### src/design/cls_pkg.sv
// ----------------------------------------------------------------------------
// cls_pkg
// Shared types, command and status codes for the cursor list store.
// ----------------------------------------------------------------------------
package cls_pkg;

    // Default sizing
    localparam int CAPACITY_DEF   = 1024;
    localparam int DATA_WIDTH_DEF = 32;

    // Port field types
    typedef logic [3:0]  cmd_t;
    typedef logic [31:0] value_t;
    typedef logic [9:0]  pos_t;
    typedef logic [1:0]  status_t;
    typedef logic [31:0] rdata_t;
    typedef logic [10:0] count_out_t;
    typedef logic [9:0]  cursor_out_t;

    localparam int POS_W = $bits(pos_t);

    // Command codes
    localparam cmd_t CMD_INS_BEFORE = 4'd0;
    localparam cmd_t CMD_INS_AFTER  = 4'd1;
    localparam cmd_t CMD_DELETE     = 4'd2;
    localparam cmd_t CMD_NEXT       = 4'd3;
    localparam cmd_t CMD_PREV       = 4'd4;
    localparam cmd_t CMD_FIRST      = 4'd5;
    localparam cmd_t CMD_LAST       = 4'd6;
    localparam cmd_t CMD_RD_CUR     = 4'd7;
    localparam cmd_t CMD_RD_IDX     = 4'd8;
    localparam cmd_t CMD_WR_IDX     = 4'd9;
    localparam cmd_t CMD_WR_CUR     = 4'd10;

    // Status codes
    localparam status_t ST_OK    = 2'd0;
    localparam status_t ST_EMPTY = 2'd1;
    localparam status_t ST_RANGE = 2'd2;
    localparam status_t ST_FULL  = 2'd3;

    // Result handed from the sequencer to the output stage
    typedef struct packed {
        status_t     status;
        logic        moved;
        rdata_t      read_data;
        count_out_t  element_count;
        cursor_out_t cursor_position;
    } res_t;

endpackage

### src/design/cls_ctrl.sv
// ----------------------------------------------------------------------------
// cls_ctrl
// Command sequencer: decodes a transaction, keeps count and cursor, drives the
// entry RAM, and runs the read-then-write copy loop that opens or closes a gap.
// ----------------------------------------------------------------------------
module cls_ctrl #(
    parameter int CAPACITY   = cls_pkg::CAPACITY_DEF,
    parameter int DATA_WIDTH = cls_pkg::DATA_WIDTH_DEF,
    parameter int IDX_W      = $clog2(CAPACITY),
    parameter int CNT_W      = $clog2(CAPACITY + 1)
) (
    input  logic                  clk,
    input  logic                  rst_n,
    // command side
    input  logic                  cmd_valid,
    output logic                  cmd_stall,
    input  cls_pkg::cmd_t         command,
    input  cls_pkg::value_t       value,
    input  cls_pkg::pos_t         position,
    // result side
    output logic                  res_valid,
    input  logic                  res_take,
    output cls_pkg::res_t         res,
    // entry RAM
    output logic                  ram_we,
    output logic [IDX_W-1:0]      ram_waddr,
    output logic [DATA_WIDTH-1:0] ram_wdata,
    output logic                  ram_re,
    output logic [IDX_W-1:0]      ram_raddr,
    input  logic [DATA_WIDTH-1:0] ram_rdata
);

    localparam int CMP_W = (CNT_W > cls_pkg::POS_W) ? CNT_W : cls_pkg::POS_W;

    localparam logic [1:0] S_IDLE  = 2'd0;
    localparam logic [1:0] S_SHIFT = 2'd1;
    localparam logic [1:0] S_FIN   = 2'd2;
    localparam logic [1:0] S_DONE  = 2'd3;

    // control state
    logic [1:0]            state_reg,   state_next;
    logic [CNT_W-1:0]      count_reg,   count_next;
    logic [IDX_W-1:0]      cursor_reg,  cursor_next;
    logic [CNT_W-1:0]      issue_reg,   issue_next;
    logic                  pend_reg,    pend_next;

    // payload state
    logic [IDX_W-1:0]      src_reg,     src_next;
    logic [IDX_W-1:0]      wdst_reg,    wdst_next;
    logic                  up_reg,      up_next;
    logic                  fin_en_reg,  fin_en_next;
    logic [IDX_W-1:0]      fin_addr_reg, fin_addr_next;
    logic [DATA_WIDTH-1:0] fin_data_reg, fin_data_next;
    cls_pkg::status_t      status_reg,  status_next;
    logic                  moved_reg,   moved_next;
    logic                  rd_reg,      rd_next;

    logic                  accept;
    logic                  empty;
    logic                  full;
    logic                  pos_ok;
    logic [CNT_W-1:0]      cur_ext;
    logic [CNT_W-1:0]      cur_p1;
    logic [CNT_W-1:0]      cnt_m1;
    logic [IDX_W-1:0]      pos_idx;
    logic [DATA_WIDTH-1:0] val_d;

    assign cmd_stall = (state_reg != S_IDLE);
    assign accept    = cmd_valid && !cmd_stall;

    assign empty   = (count_reg == '0);
    assign full    = (count_reg == CNT_W'(CAPACITY));
    assign pos_ok  = (CMP_W'(position) < CMP_W'(count_reg));
    assign cur_ext = CNT_W'(cursor_reg);
    assign cur_p1  = cur_ext + CNT_W'(1);
    assign cnt_m1  = count_reg - CNT_W'(1);
    assign pos_idx = IDX_W'(position);
    assign val_d   = DATA_WIDTH'(value);

    always_comb
    begin
        state_next    = state_reg;
        count_next    = count_reg;
        cursor_next   = cursor_reg;
        issue_next    = issue_reg;
        pend_next     = pend_reg;
        src_next      = src_reg;
        wdst_next     = wdst_reg;
        up_next       = up_reg;
        fin_en_next   = fin_en_reg;
        fin_addr_next = fin_addr_reg;
        fin_data_next = fin_data_reg;
        status_next   = status_reg;
        moved_next    = moved_reg;
        rd_next       = rd_reg;

        ram_re    = 1'b0;
        ram_raddr = src_reg;
        ram_we    = 1'b0;
        ram_waddr = wdst_reg;
        ram_wdata = ram_rdata;

        case (state_reg)
            S_IDLE:
            begin
                if (accept)
                begin
                    state_next    = S_DONE;
                    status_next   = cls_pkg::ST_OK;
                    moved_next    = 1'b0;
                    rd_next       = 1'b0;
                    fin_en_next   = 1'b0;
                    fin_data_next = val_d;
                    pend_next     = 1'b0;
                    case (command)
                        cls_pkg::CMD_INS_BEFORE,
                        cls_pkg::CMD_INS_AFTER:
                        begin
                            if (full)
                            begin
                                status_next = cls_pkg::ST_FULL;
                            end
                            else
                            begin
                                // open a gap from the top end down, then drop the new entry in
                                state_next  = S_SHIFT;
                                up_next     = 1'b0;
                                src_next    = IDX_W'(cnt_m1);
                                wdst_next   = IDX_W'(count_reg);
                                fin_en_next = 1'b1;
                                count_next  = count_reg + CNT_W'(1);
                                if (empty)
                                begin
                                    issue_next    = '0;
                                    fin_addr_next = '0;
                                    cursor_next   = '0;
                                end
                                else if (command == cls_pkg::CMD_INS_BEFORE)
                                begin
                                    issue_next    = count_reg - cur_ext;
                                    fin_addr_next = cursor_reg;
                                    cursor_next   = IDX_W'(cur_p1);
                                end
                                else
                                begin
                                    issue_next    = cnt_m1 - cur_ext;
                                    fin_addr_next = IDX_W'(cur_p1);
                                end
                            end
                        end
                        cls_pkg::CMD_DELETE:
                        begin
                            if (empty)
                            begin
                                status_next = cls_pkg::ST_EMPTY;
                            end
                            else
                            begin
                                count_next = cnt_m1;
                                if (cur_ext == cnt_m1)
                                begin
                                    // last entry goes: fall back one place
                                    if (cursor_reg != '0)
                                    begin
                                        cursor_next = cursor_reg - IDX_W'(1);
                                    end
                                end
                                else
                                begin
                                    // close the gap from the cursor upward
                                    state_next = S_SHIFT;
                                    up_next    = 1'b1;
                                    src_next   = IDX_W'(cur_p1);
                                    wdst_next  = cursor_reg;
                                    issue_next = cnt_m1 - cur_ext;
                                end
                            end
                        end
                        cls_pkg::CMD_NEXT:
                        begin
                            if (empty)
                            begin
                                status_next = cls_pkg::ST_EMPTY;
                            end
                            else if (cur_p1 < count_reg)
                            begin
                                cursor_next = IDX_W'(cur_p1);
                                moved_next  = 1'b1;
                            end
                        end
                        cls_pkg::CMD_PREV:
                        begin
                            if (empty)
                            begin
                                status_next = cls_pkg::ST_EMPTY;
                            end
                            else if (cursor_reg != '0)
                            begin
                                cursor_next = cursor_reg - IDX_W'(1);
                                moved_next  = 1'b1;
                            end
                        end
                        cls_pkg::CMD_FIRST:
                        begin
                            if (empty)
                            begin
                                status_next = cls_pkg::ST_EMPTY;
                            end
                            else
                            begin
                                cursor_next = '0;
                            end
                        end
                        cls_pkg::CMD_LAST:
                        begin
                            if (empty)
                            begin
                                status_next = cls_pkg::ST_EMPTY;
                            end
                            else
                            begin
                                cursor_next = IDX_W'(cnt_m1);
                            end
                        end
                        cls_pkg::CMD_RD_CUR:
                        begin
                            if (empty)
                            begin
                                status_next = cls_pkg::ST_EMPTY;
                            end
                            else
                            begin
                                ram_re    = 1'b1;
                                ram_raddr = cursor_reg;
                                rd_next   = 1'b1;
                            end
                        end
                        cls_pkg::CMD_RD_IDX:
                        begin
                            if (!pos_ok)
                            begin
                                status_next = cls_pkg::ST_RANGE;
                            end
                            else
                            begin
                                ram_re    = 1'b1;
                                ram_raddr = pos_idx;
                                rd_next   = 1'b1;
                            end
                        end
                        cls_pkg::CMD_WR_IDX:
                        begin
                            if (!pos_ok)
                            begin
                                status_next = cls_pkg::ST_RANGE;
                            end
                            else
                            begin
                                ram_we    = 1'b1;
                                ram_waddr = pos_idx;
                                ram_wdata = val_d;
                            end
                        end
                        cls_pkg::CMD_WR_CUR:
                        begin
                            if (empty)
                            begin
                                status_next = cls_pkg::ST_EMPTY;
                            end
                            else
                            begin
                                ram_we    = 1'b1;
                                ram_waddr = cursor_reg;
                                ram_wdata = val_d;
                            end
                        end
                        default:
                        begin
                            status_next = cls_pkg::ST_OK;
                        end
                    endcase
                end
            end
            S_SHIFT:
            begin
                // read one entry ahead, write the one fetched last cycle
                ram_re = (issue_reg != '0);
                ram_we = pend_reg;
                if (issue_reg != '0)
                begin
                    issue_next = issue_reg - CNT_W'(1);
                    src_next   = up_reg ? src_reg + IDX_W'(1) : src_reg - IDX_W'(1);
                    pend_next  = 1'b1;
                end
                else
                begin
                    pend_next = 1'b0;
                end
                if (pend_reg)
                begin
                    wdst_next = up_reg ? wdst_reg + IDX_W'(1) : wdst_reg - IDX_W'(1);
                end
                if ((issue_reg == '0) && !pend_reg)
                begin
                    state_next = S_FIN;
                end
            end
            S_FIN:
            begin
                ram_we     = fin_en_reg;
                ram_waddr  = fin_addr_reg;
                ram_wdata  = fin_data_reg;
                state_next = S_DONE;
            end
            S_DONE:
            begin
                if (res_take)
                begin
                    state_next = S_IDLE;
                end
            end
            default:
            begin
                state_next = S_IDLE;
            end
        endcase
    end

    always_ff @(posedge clk or negedge rst_n)
    begin
        if (!rst_n)
        begin
            state_reg  <= S_IDLE;
            count_reg  <= '0;
            cursor_reg <= '0;
            issue_reg  <= '0;
            pend_reg   <= 1'b0;
        end
        else
        begin
            state_reg  <= state_next;
            count_reg  <= count_next;
            cursor_reg <= cursor_next;
            issue_reg  <= issue_next;
            pend_reg   <= pend_next;
        end
    end

    always_ff @(posedge clk)
    begin
        src_reg      <= src_next;
        wdst_reg     <= wdst_next;
        up_reg       <= up_next;
        fin_en_reg   <= fin_en_next;
        fin_addr_reg <= fin_addr_next;
        fin_data_reg <= fin_data_next;
        status_reg   <= status_next;
        moved_reg    <= moved_next;
        rd_reg       <= rd_next;
    end

    // read data sits in the RAM output register until the next command reads
    assign res_valid           = (state_reg == S_DONE);
    assign res.status          = status_reg;
    assign res.moved           = moved_reg;
    assign res.read_data       = rd_reg ? cls_pkg::rdata_t'(ram_rdata) : '0;
    assign res.element_count   = cls_pkg::count_out_t'(count_reg);
    assign res.cursor_position = cls_pkg::cursor_out_t'(cursor_reg);

endmodule

### config.mk
export PLATFORM = sky130hd
export DESIGN_NAME = cls_ctrl
export DESIGN_NICKNAME = d
export VERILOG_FILES = /design/src/design/cls_pkg.sv /design/src/design/cls_ctrl.sv
export SDC_FILE = /design/constraint.sdc
export NUM_CORES = 1
export LEC_CHECK = 0
export BUFFER_PORTS_ARGS = -buffer_cell sky130_fd_sc_hd__buf_2
export CAP_MARGIN = 30
export CORE_MARGIN = 2
export CORE_UTILIZATION = 51
export CTS_CLUSTER_DIAMETER = 100
export DETAILED_ROUTE_END_ITERATION = 12
export GPL_TIMING_DRIVEN = 0
export PLACE_DENSITY = 0.75
export SYNTH_ARGS = -nofsm -noshare
export SYNTH_HDL_FRONTEND = slang
export SYNTH_SLANG_ARGS = --single-unit
### constraint.sdc
create_clock -name clk -period 3.8 [get_ports clk]
set_input_delay 0.76 -clock clk [delete_from_list [all_inputs] [get_ports clk]]
set_output_delay 0.76 -clock clk [all_outputs]
set_load 0.02 [all_outputs]
### After elaboration in Yosys (flattened, before gate mapping)

Cells that the tools add are included.

* $add $sub $neg: 11
* bitwise operators: 1
* muxes and demuxes: 90
* $lt $le $gt $ge: 2
* reductions and logical operators: 26
* eq/ne operators: 34

Operators with widths (count)
* $mux 10: 31
* $pmux 10 s2: 7
* $mux 32: 4
* $pmux 32 s2: 2
* $mux 11: 9
* $pmux 11 s2: 3
* $pmux 10 s6: 1
* $sub 10x1->10 const B: 3
* $ne 2x2->1 const B: 13
* $logic_not 11->1: 2
* $sub 11x1->11 const B: 2
* $sub 11x10->11: 2
* $add 10x1->10 const B: 2
* $eq 4x3->1 const B: 4
* $mux 2: 8
* $mux 1: 15
* $reduce_and 7->1: 2
* $eq 4x4->1 const B: 3
* $ne 3x3->1 const B: 4
* $pmux 1 s2: 6
* $reduce_and 12->1: 1
* $add 10x1->11 const B: 1
* $add 11x1->11 const B: 1
* $eq 10x11->1: 1
* other kinds (29): 37

* register bits: 103
* output and inout bits: 112
* input bits: 82

### Depth between registers and ports, before layout

* depth in word-level cells: 8
* gate-level depth with buffers: 17
* gate-level depth less buffers: 14

### Worst setup path before layout

OpenSTA, ideal clock, no wires.

* path type: register -> output
* start: reg count_reg[1]
* end: out ram_wdata[15]
* setup slack: -0.218 ns
* required time: 3.040 ns
* data arrival time: 3.258 ns
* path buffers: 3
* stages on the path, launching flop included: 11
* cells stage by stage: dfrtp_1 > inv_1 > ha_1 > or3b_1 > buf_1 > or4_1 > buf_2 > o31a_1 > a221o_2 > buf_6 > o311ai_1

* word-level cells in the longest chain between the ends: 5

Ends and longest elaborated chain
* from (decl): RTL line cls_ctrl.sv:42 `logic [CNT_W-1:0] count_reg, count_next;`
* from (signal assigned): RTL line cls_ctrl.sv:342 `count_reg <= count_next;`
* $lt 10x11->1 or $logic_not 11->1 (tied branches): RTL line cls_ctrl.sv:73, cls_ctrl.sv:71
* $mux 32, on equally long branches: RTL line cls_ctrl.sv:253, cls_ctrl.sv:266
* $pmux 32 s2 (*): RTL line cls_ctrl.sv:115 `case (command)`
* $mux 32 (*): RTL line cls_ctrl.sv:106 `if (accept)`
* $pmux 32 s2 (*): RTL line cls_ctrl.sv:103 `case (state_reg)`
* to (decl): RTL line cls_ctrl.sv:27 `output logic [DATA_WIDTH-1:0] ram_wdata,`

Every way passes the cells marked *; elsewhere a longest branch is shown, timed or not.

### Final worst setup path

* start: reg count_reg[0]
* end: out ram_wdata[19]

Same word-level chain as after synthesis.

==> flow_metrics.env <==
export IMPL_pin_count=194
export IMPL_seq_area_frac_synth_pct=32.0
export IMPL_critPathMaxFanout=7
export IMPL_ys_ff_latch=103
export IMPL_routedWlPerCell_um=23.1
export IMPL_cp_data_required_time_ns=3.04
export IMPL_worst_slack_ns=-0.361
export IMPL_final_util_pct=67.7
export IMPL_setup_viol=41
export IMPL_end_kind="output pin"
export IMPL_grt_pass1_wl_mm=51.7
export IMPL_clk_latency_ns=0.36
export IMPL_final_hold_viol_count=0
export IMPL_gp_congestion=0.977
export IMPL_rsz0062_at_grt="true"
export IMPL_clock_sinks=103
export IMPL_max_vdd_ir_drop_v=0.000545
export IMPL_holdWs_ns=0.513
export IMPL_fillers=1423
export IMPL_ys_flop_type="edfxtp_1"
export IMPL_cts_tree="done"
export IMPL_nets=1444
export IMPL_yosysWarnings=0
export IMPL_status="finished with violations"
export IMPL_htree_levels=3
export IMPL_num_rows=48
export IMPL_die_h_um=138
export IMPL_netlist_area_um2=9130
export IMPL_synthCells=1042
export IMPL_ys_types=71
export IMPL_ctsHoldBuffers=0
export IMPL_seqCellArea_um2=2930
export IMPL_powerDensity_nw_per_um2=831
export IMPL_multiInputGateArea_um2=6040
export IMPL_synthArstFlopShare_pct=34.0
export IMPL_power_leakage_nw=4.94
export IMPL_drtAntennaViolNets=0
export IMPL_fmax_ghz=0.240
export IMPL_largest_reg_flops=32
export IMPL_cts_made_buffers=9
export IMPL_root_buffer="clkbuf_16"
export IMPL_drive_above_1_share_pct=27.1
export IMPL_crit_arrival_ns=3.40
export IMPL_netlist_area_leader_share_pct=22.4
export IMPL_totalWireLength_mm=35.3
export IMPL_synth_area_per_cell_um2=8.76
export IMPL_io_buffers=192
export IMPL_syn_num_nets=1194
export IMPL_design_area_um2=11800
export IMPL_worstSetupPathType="register to output pin"
export IMPL_skew_ns=0.00972
export IMPL_drv_slew=0
export IMPL_hp_class="input pin to asynchronous set/reset pin"
export IMPL_slew_limit_headroom_pct=33.2
export IMPL_yosysTopAreaCell="edfxtp_1"
export IMPL_first_pass_iters=8
export IMPL_avgViaCountPerCell=6.53
export IMPL_drc=0
export IMPL_fin_crit_sh_pct=110
export IMPL_drt_iter0_markers=1170
export IMPL_initial_utilization_pct=52.4
export IMPL_die_area_um2=19000
export IMPL_worst_slew_pin_slew_ns=1.00
export IMPL_synth_edff_count=68
export IMPL_fp_coreArea_um2=17400
export IMPL_fin_cells=1527
export IMPL_grtUsageTotal_pct=36.4
export IMPL_post_place_ws_ns=-0.802
export IMPL_die_w_um=138
export IMPL_timing_final_crit_period_ns=4.16
export IMPL_grt_overflow_total=0
export IMPL_cts_max_path_buffers=2
export IMPL_grt_pass1_vias=8988
export IMPL_dp_final_hpwl_mm=26.2
export IMPL_grt_max_degree=36
export IMPL_via_count=9975
export IMPL_antenna_found_initial=5
export IMPL_clkTransAtPathRegs_ns=0.08
export IMPL_violations="negative setup slack"
export IMPL_startpoint_type="register"
export IMPL_area_growth_pct=29.1
export IMPL_dpl_cell_area_um2=10500
export IMPL_synth_top_cells_by_area="edfxtp_1 (22%), dfrtp_1 (9.6%), ha_1 (9.0%)"
export IMPL_dp_cells=1465
export IMPL_timing_max_cap_violations=0
[worst paths after layout]
| check | end | cells past startpoint | slack [ns] | start |
|---|---|---|---|---|
| min | issue_reg[1]$_DFFE_PN0P_ | 1 | 0.51 | rst_n |
| max reg2reg | wdst_reg[0]$_DFFE_PP_ | 14 | 0.08 | count_reg[0]$_DFFE_PN0P_ |
| min reg2reg | issue_reg[8]$_DFFE_PN0P_ | 1 | 0.52 | issue_reg[8]$_DFFE_PN0P_ |
| min in group clk | issue_reg[8]$_DFFE_PN0P_ | 1 | 0.52 | issue_reg[8]$_DFFE_PN0P_ |
| max | ram_wdata[19] | 9 | -0.36 | count_reg[0]$_DFFE_PN0P_ |
| max in group asynchronous | count_reg[7]$_DFFE_PN0P_ | 1 | 2.65 | rst_n |
[layer usage]
layer / routed length, µm / up-vias / track usage [%] / part of all wire, %
li1: - / 4506 / - / -
met1: 14000 / 4673 / 48.4 / 40
met2: 15900 / 682 / 57.8 / 45
met3: 3640 / 114 / 6.07 / 10
met4: 1740 / 0 / 17.5 / 4.9
met5: 0 / - / 0 / 0
[cells by family (layout without fill, tap and decap cells)]
| kind of cell | after synthesis | after routing | share of synthesized area, % |
|---|---|---|---|
| compound gates | 359 | 359 | 28.3 |
| simple gates | 321 | 321 | 17.8 |
| buf+inv | 121 | 376 | 5.47 |
| flops | 103 | 103 | 32.0 |
| fa+ha+maj | 70 | 70 | 9.92 |
| xor+xnor | 61 | 61 | 5.85 |
| mux | 7 | 7 | 0.768 |
| other cells | 0 | 5 | 0 |
[cells in the mapped netlist (all sizes together), types with 35 or more instances]
library cell	instances
inv	51
a221o	52
clkbuf	50
dfrtp	35
o21ai	74
edfxtp	68
and2	38
a21oi	65
ha	66
nor2	70
xnor2	44
nand2	72
a22o	37
[critical path: stages (launching register included)]
cell and delay, ns:
dfrtp_2 0.43, inv_4 0.07, ha_1 0.13, or3b_4 0.41
or4_4 0.46, o31a_1 0.33, a221o_2 0.49, buf_6 0.18
a221o_1 0.38, buf_6 0.15
[where the power goes]
group | total, mW | switching, mW | internal (mW)
sequential | 1.89 | 0.282 | 1.60
clock | 0.941 | 0.484 | 0.457
combinational | 6.97 | 4.07 | 2.90
total | 9.80 | 4.83 | 4.96
[cell type report]
| cell class | count | share of cell area, % |
|---|---|---|
| inverters | 56 | 1.92 |
| multi-input cells | 818 | 51.2 |
| repair buffers | 247 | 14.6 |
| flip-flops and latches | 103 | 24.8 |
| well taps | 225 | 2.39 |
| diodes | 5 | 0.106 |
| clock inverters | 6 | 0.457 |
| clock buffers | 10 | 1.94 |
| plain buffers | 57 | 2.53 |
[stage by stage]
step                setup TNS, ns  power [mW]
floorplan                       0        6.07
global placement           -55.67        7.76
detailed placement         -44.98        7.85
CTS                         -9.56        9.36
global route               -12.82        10.4
finish                     -10.56        9.80
[layout by cell type (no fill, tap or decap), types with 7 or more instances in the layout]
cell type  count
o22ai_1       10
nand3_1       17
o21ai_1       10
a21o_1        16
o31ai_1        7
a211oi_1       8
ha_1          59
buf_4         44
buf_6         55
buf_2        153
xnor2_1       41
and3_1         8
a31oi_1       13
o21ai_0       64
xor2_1        17
edfxtp_1      68
a21oi_1       62
mux2i_1        7
a221o_1       51
inv_1         40
nand4_1        9
a22o_1        37
o211ai_1       8
nor3_1        28
nor4_1        20
nand2_1       71
dfrtp_1       28
dfrtp_2        7
a222oi_1      10
clkbuf_1      39
nand2b_1      15
clkbuf_16      9
o21a_1         7
nor2b_1        9
and2_1        38
nor2_1        66
[repair_timing]
item,CTS,global route
endpoints found under the setup margin,96,89
pin swaps,35,32
gates resized for setup,142,63
cloned,4,1
endpoints found under the hold margin,0,0
buffers inserted,22,22
No activity file was read; power rests on OpenSTA's default activity.
